===== src/rtl/mjv_pkg.sv =====
// Shared types, constants and helper functions for the joint velocity solver.
// Used by mjv_ctrl, mjv_dp and mover_joint_velocity_solver; no dependencies.
package mjv_pkg;

    // Fixed point format
    localparam int FRAC_BITS = 16;
    localparam int SAT_W     = 66;

    // Effective mass divider: numerator 2^(2*FRAC_BITS)
    localparam int DIV_BITS  = 2 * FRAC_BITS + 1;
    localparam int DIV_CNT_W = $clog2(DIV_BITS);
    localparam int QUO_W     = (DIV_BITS > 32) ? DIV_BITS : 32;

    // Micro-op program length (longest sequence, solve)
    localparam int SEQ_LEN = 12;
    localparam int STEP_W  = $clog2(SEQ_LEN);

    localparam logic signed [31:0] S32_MAX = 32'sh7FFF_FFFF;
    localparam logic signed [31:0] S32_MIN = -32'sh7FFF_FFFF - 32'sh1;
    localparam logic [30:0]        U31_MAX = 31'h7FFF_FFFF;

    // Register reset values
    localparam logic [30:0] STEP_TIME_RST     = 31'd1092;
    localparam logic [30:0] INV_STEP_TIME_RST = 31'd3932160;

    typedef enum logic [2:0] {
        CFG_TARGET_VEL_X  = 3'd0,
        CFG_TARGET_VEL_Y  = 3'd1,
        CFG_MAX_FORCE_X   = 3'd2,
        CFG_MAX_FORCE_Y   = 3'd3,
        CFG_STEP_TIME     = 3'd4,
        CFG_INV_STEP_TIME = 3'd5,
        CFG_WARM_START    = 3'd6
    } cfg_idx_t;

    typedef enum logic [1:0] {
        MODE_PREPARE = 2'd0,
        MODE_WARM    = 2'd1,
        MODE_SOLVE   = 2'd2
    } mode_t;

    typedef enum logic [1:0] {
        ST_IDLE,
        ST_DIV,
        ST_RUN,
        ST_DONE
    } state_t;

    typedef enum logic [1:0] {
        SEQ_FORCE,
        SEQ_WARM,
        SEQ_SOLVE
    } seq_t;

    // One op per cycle on the shared multiplier; each op is retired in the next cycle
    typedef enum logic [3:0] {
        OP_NONE,
        OP_MX,      // step_time * max_force_x, also relative velocity x
        OP_MY,
        OP_IX,      // effective_mass * cx, accumulate and clamp
        OP_IY,
        OP_DIFF,    // impulse deltas, no multiply
        OP_WAX,     // inv_mass_a * acc_impulse_x
        OP_WAY,
        OP_WBX,
        OP_WBY,
        OP_SAX,     // inv_mass_a * delta_x
        OP_SAY,
        OP_SBX,
        OP_SBY,
        OP_FX,      // inv_step_time * acc_impulse_x
        OP_FY
    } op_t;

    typedef struct packed {
        logic load;
        logic div_step;
        logic div_last;
        op_t  op;
        logic out_load;
    } cmd_t;

    typedef struct packed {
        logic limits_zero;
    } status_t;

    // Saturate a wide signed value to 32-bit signed
    function automatic logic signed [31:0] sat32(input logic signed [SAT_W-1:0] v);
        if (v > SAT_W'(S32_MAX)) begin
            return S32_MAX;
        end
        if (v < SAT_W'(S32_MIN)) begin
            return S32_MIN;
        end
        return 32'(v);
    endfunction

    // Micro-op program for each sequence kind
    function automatic op_t seq_op(input seq_t seq, input logic [STEP_W-1:0] step);
        op_t op;
        op = OP_NONE;
        case (seq)
            SEQ_WARM: begin
                case (step)
                    4'd0:    op = OP_WAX;
                    4'd1:    op = OP_WAY;
                    4'd2:    op = OP_WBX;
                    4'd3:    op = OP_WBY;
                    4'd4:    op = OP_FX;
                    4'd5:    op = OP_FY;
                    default: op = OP_NONE;
                endcase
            end
            SEQ_SOLVE: begin
                case (step)
                    4'd0:    op = OP_MX;
                    4'd1:    op = OP_MY;
                    4'd2:    op = OP_IX;
                    4'd3:    op = OP_IY;
                    4'd4:    op = OP_DIFF;
                    4'd5:    op = OP_FX;
                    4'd6:    op = OP_SAX;
                    4'd7:    op = OP_FY;
                    4'd8:    op = OP_SAY;
                    4'd9:    op = OP_SBX;
                    4'd10:   op = OP_SBY;
                    default: op = OP_NONE;
                endcase
            end
            default: begin
                case (step)
                    4'd0:    op = OP_FX;
                    4'd1:    op = OP_FY;
                    default: op = OP_NONE;
                endcase
            end
        endcase
        return op;
    endfunction

endpackage


===== src/rtl/mjv_ctrl.sv =====
// Sequencer for the joint velocity solver: handshakes, divider count, op program.
// Depends on mjv_pkg; drives mjv_dp through cmd_t and reads status_t.
module mjv_ctrl (
    input  logic             aclk,
    input  logic             aresetn,
    input  logic             s_valid,
    output logic             s_ready,
    input  logic [1:0]       s_mode,
    output logic             m_valid,
    input  logic             m_ready,
    input  mjv_pkg::status_t status,
    output mjv_pkg::cmd_t    cmd
);
    import mjv_pkg::*;

    state_t                 state_reg, state_next;
    seq_t                   seq_reg, seq_next;
    logic [STEP_W-1:0]      step_reg, step_next;
    logic [DIV_CNT_W-1:0]   div_cnt_reg, div_cnt_next;
    logic                   m_valid_reg, m_valid_next;
    op_t                    cur_op;

    // State and counters
    always_ff @(posedge aclk) begin
        if (!aresetn) begin
            state_reg   <= ST_IDLE;
            seq_reg     <= SEQ_FORCE;
            step_reg    <= '0;
            div_cnt_reg <= '0;
            m_valid_reg <= 1'b0;
        end else begin
            state_reg   <= state_next;
            seq_reg     <= seq_next;
            step_reg    <= step_next;
            div_cnt_reg <= div_cnt_next;
            m_valid_reg <= m_valid_next;
        end
    end

    assign cur_op = seq_op(seq_reg, step_reg);

    // Next state and commands
    always_comb begin
        state_next   = state_reg;
        seq_next     = seq_reg;
        step_next    = step_reg;
        div_cnt_next = div_cnt_reg;
        m_valid_next = m_valid_reg;
        s_ready      = 1'b0;
        cmd          = '{load: 1'b0, div_step: 1'b0, div_last: 1'b0,
                         op: OP_NONE, out_load: 1'b0};

        // result beat leaves the output register
        if (m_valid_reg && m_ready) begin
            m_valid_next = 1'b0;
        end

        case (state_reg)
            ST_IDLE: begin
                s_ready = 1'b1;
                if (s_valid) begin
                    cmd.load     = 1'b1;
                    step_next    = '0;
                    div_cnt_next = '0;
                    if (s_mode == MODE_WARM) begin
                        seq_next = SEQ_WARM;
                    end else if (s_mode == MODE_SOLVE && !status.limits_zero) begin
                        seq_next = SEQ_SOLVE;
                    end else begin
                        seq_next = SEQ_FORCE;
                    end
                    if (s_mode == MODE_PREPARE) begin
                        state_next = ST_DIV;
                    end else begin
                        state_next = ST_RUN;
                    end
                end
            end
            ST_DIV: begin
                cmd.div_step = 1'b1;
                if (div_cnt_reg == DIV_CNT_W'(DIV_BITS - 1)) begin
                    cmd.div_last = 1'b1;
                    state_next   = ST_RUN;
                end else begin
                    div_cnt_next = div_cnt_reg + 1'b1;
                end
            end
            ST_RUN: begin
                cmd.op = cur_op;
                // the closing OP_NONE retires the last multiply
                if (cur_op == OP_NONE) begin
                    state_next = ST_DONE;
                end else begin
                    step_next = step_reg + 1'b1;
                end
            end
            ST_DONE: begin
                if (!m_valid_reg || m_ready) begin
                    cmd.out_load = 1'b1;
                    m_valid_next = 1'b1;
                    state_next   = ST_IDLE;
                end
            end
            default: begin
                state_next = ST_IDLE;
            end
        endcase
    end

    assign m_valid = m_valid_reg;

    a_out_free: assert property (@(posedge aclk) disable iff (!aresetn)
        cmd.out_load |-> (!m_valid_reg || m_ready))
        else $error("output register overwritten while a beat is pending");

    a_prep_div: assert property (@(posedge aclk) disable iff (!aresetn)
        (s_valid && s_ready && s_mode == MODE_PREPARE) |=> (state_reg == ST_DIV))
        else $error("prepare beat did not start the divider");

    a_step_range: assert property (@(posedge aclk) disable iff (!aresetn)
        (state_reg == ST_RUN) |-> (step_reg < STEP_W'(SEQ_LEN)))
        else $error("op program ran past its end");

    a_div_range: assert property (@(posedge aclk) disable iff (!aresetn)
        (state_reg == ST_DIV) |-> (div_cnt_reg <= DIV_CNT_W'(DIV_BITS - 1)))
        else $error("divider count out of range");

    a_done_hold: assert property (@(posedge aclk) disable iff (!aresetn)
        (state_reg == ST_DONE && m_valid_reg && !m_ready) |=> (state_reg == ST_DONE))
        else $error("result left DONE while the receiver stalled");

endmodule


===== config.mk =====
export PLATFORM = sky130hd
export DESIGN_NAME = mjv_ctrl
export DESIGN_NICKNAME = d
export VERILOG_FILES = /design/src/rtl/mjv_pkg.sv /design/src/rtl/mjv_ctrl.sv
export SDC_FILE = /design/constraint.sdc
export NUM_CORES = 1
export LEC_CHECK = 0
export BUFFER_PORTS_ARGS = -buffer_cell sky130_fd_sc_hd__buf_4
export CORE_MARGIN = 2
export CORE_UTILIZATION = 36
export DETAILED_ROUTE_END_ITERATION = 8
export PLACE_DENSITY_LB_ADDON = 0.2
export SYNTH_ARGS = -nofsm -noshare
export SYNTH_HDL_FRONTEND = slang
export SYNTH_SLANG_ARGS = --single-unit

===== constraint.sdc =====
create_clock -name aclk -period 3.5 [get_ports aclk]
set_input_delay 0.175 -clock aclk [delete_from_list [all_inputs] [get_ports aclk]]
set_output_delay 0.175 -clock aclk [all_outputs]
set_load 0.1 [all_outputs]

==> flow_metrics.tcl <==
set metrics [dict create \
    status "completed" \
    post_cts_buffers 0 \
    peakVddDrop_mv 0.537 \
    routedWlPerCell_um 12.6 \
    area_growth_pct 16.4 \
    fin_ws_ns 0.626 \
    reg2reg_depth 12 \
    clockPowerShare_pct 12.5 \
    setup_viol 0 \
    grt_overflow_total 0 \
    crit_fanout 7 \
    synth-edff-count 0 \
    syn_nets 186 \
    yosysSeqAreaShare_pct 27.8 \
    crit_path_start "seq_reg[0]" \
    synthDistinctLibCells 48 \
    stdcell_count 232 \
    use_met1_pct 20.4 \
    met2_usage_pct 25.0 \
    viasPerCell 5.19 \
    num_vias 1203 \
    cap_viol_max_count 0 \
    cts_buffers 3 \
    cts_tree "yes" \
    place_area_sq_mm 0.00155 \
    cts.path.max_buffers 2 \
    p_leak_nw 0.657 \
    p_sw_share_pct 54.4 \
    switching_power_w 0.000663 \
    p_int_w 0.000556 \
    io_buffers 16 \
    place_inst 228 \
    top_usage_layer "met2" \
    nNetsFinal 206 \
    yosys_warnings 0 \
    die_w_um 65.6 \
    clock.fmax_mhz 348 \
    synth_ff_type "dfxtp_1" \
    worstPathRequired_ns 3.68 \
    timing.final.crit_share_pct 82.1 \
    r2r_start "seq_reg[0]" \
    dp_slack_ns 0.664 \
    drive_gt1_share_pct 17.9 \
    tightest_slew_ns 0.481 \
    insertedDiodeCount 0 \
    startpoint_type "flip-flop" \
    htree_levels 1 \
    synthArstFlopShare_pct 0 \
    arrival_ns 3.05 \
    cts_sinks 19 \
    yosys_register_bits 19 \
    start_util_pct 37.4 \
    grt_pass1_wl_mm 5.18 \
    fp.dieH_um 65.6 \
    gp_congestion 0.877 \
    r2r_slack_ns 0.63 \
    pwr-share-seq_pct 22.8 \
    cts_root_buf "clkbuf_8" \
    drc_errors 0 \
    design.die.area_sq_mm 0.00431 \
    ant_nets 0 \
    grt_pass1_vias 1193 \
    drt-pass1-iter-count 4 \
    fin_skew_ns 0.00347 \
    core_area_sq_mm 0.00366 \
    clock_latency_ns 0.25 \
    relSlewSlack_pct 67.9 \
    end_kind "flip-flop" \
    grt_usage_pct 15.0 \
    post_cts_resized 0 \
    clkTransAtPathRegs_ns 0.07 \
    power_w 0.00122 \
    ios 17 \
    hold_viol_final 0 \
    cts_hold_buf 0 \
    drv_slew 0 \
    synth_cells 165 \
    rsz0062_at_grt "false" \
    hpwl_mm 2.33 \
    rows 22 \
    design_area_sq_mm 0.00159 \
    synth.avg_cell_area_sq_um 8.29 \
    cellPowerDensity_mw_per_mm2 766 \
    grt_max_degree 14 \
    syn_area_sq_mm 0.00137 \
    drt_iter0_drc 66 \
    setup_tns_ns 0 \
    antenna_found_initial 0 \
    hp-class "in2reg" \
    period_minus_slack_ns 2.87 \
    p_comb_share_pct 64.7 \
    critPathKind "reg2reg" \
    gr-usage-met3_pct 1.20 \
    drt_wl_total_mm 2.92 \
]
## cell usage after synthesis, types with 2 or more instances
cell type	number	area (sq um)
dfxtp_1	19	380
mux2i_1	5	50.1
nand4_1	3	18.8
o211ai_2	2	25.0
o22ai_1	2	12.5
inv_1	14	52.6
o211ai_1	2	15.0
and2_1	5	31.3
nand3_1	5	25.0
o21ai_1	2	10.0
nor2b_1	3	18.8
nand2_1	14	52.6
nor2_2	2	12.5
a21oi_1	13	65.1
nor2_1	18	67.6
o21ai_0	2	10.0
or2_1	3	18.8
nand2b_1	2	12.5
ha_1	14	175
xor2_1	4	35.0
o31ai_1	2	15.0
a31oi_1	3	18.8
## cell type report
cell class	count	area, sq um
Clock buffer	4	45.0
Fill cell	388	2070
Inverter	15	56.3
Multi-Input combinational cell	130	930
Sequential cell	19	380
Tap cell	48	60.1
Timing Repair Buffer	16	120
## worst min-delay path by stage
stage,cells after the start,endpoint,start
6_report,2,step_reg[1],aresetn
5_1_grt,2,step_reg[1],aresetn
4_1_cts,2,step_reg[1],aresetn
3_5_place_dp,2,step_reg[1],aresetn
3_3_place_gp,2,step_reg[1],aresetn
2_1_floorplan,1,step_reg[1],aresetn
## kinds of logic after synthesis
kind of cell    Yosys count  synth area share, %
simple gates             64                 24.0
mux                       6                 4.48
buf+inv                  16                 4.39
compound gates           41                 23.3
xor+xnor                  5                 3.20
fa+ha+maj                14                 12.8
flops                    19                 27.8
## layer usage
| metal | wire length (um) | share of wire [%] |
|---|---|---|
| met5 | 0 | 0 |
| met4 | 34 | 1.2 |
| met3 | 116 | 4.0 |
| met2 | 1300 | 44 |
| met1 | 1480 | 50 |
## power by group through the flow
stage | clock [W] | combinational, W | sequential, W
after floorplan | 0 | 0.000641 | 0.000284
after global placement | 0 | 0.000775 | 0.000282
after detailed placement | 0 | 0.000787 | 0.000283
after CTS | 0.000156 | 0.000789 | 0.000279
after global routing | 0.000164 | 0.000847 | 0.000284
final | 0.000153 | 0.000788 | 0.000278
## placed cells by master, fill, tap and decap left out, types with 2 or more instances in the layout
cell      instances
dfxtp_1          19
nor2_1           18
buf_4            16
nand2_1          14
inv_1            14
a21oi_1          13
ha_1             13
nand3_1           5
and2_1            5
mux2i_1           5
xor2_1            4
or2_1             3
nor2b_1           3
a31oi_1           3
nand4_1           3
clkbuf_8          3
o21ai_1           2
o211ai_2          2
o31ai_1           2
nor2_2            2
o22ai_1           2
o211ai_1          2
nand2b_1          2
o21ai_0           2
## metrics by stage
| step | hold slack [ns] | util [%] |
|---|---|---|
| 2_1_floorplan | 0.297 | - |
| 3_3_place_gp | 0.456 | 42.2 |
| 3_5_place_dp | 0.461 | 42.2 |
| 4_1_cts | 0.195 | 43.5 |
| 5_1_grt | 0.196 | 43.5 |
| 6_report | 0.191 | 43.5 |
## worst max-delay path, cell delays in order, from the launching register on
cell,delay [ns]
dfxtp_1,0.36
inv_1,0.06
ha_1,0.45
inv_1,0.14
o211ai_2,0.09
o221ai_1,0.21
o31ai_1,0.35
or2_1,0.18
and2_1,0.15
inv_1,0.05
ha_1,0.20
or3_1,0.38
o211ai_1,0.17
No activity file was read; power rests on OpenSTA's default activity.
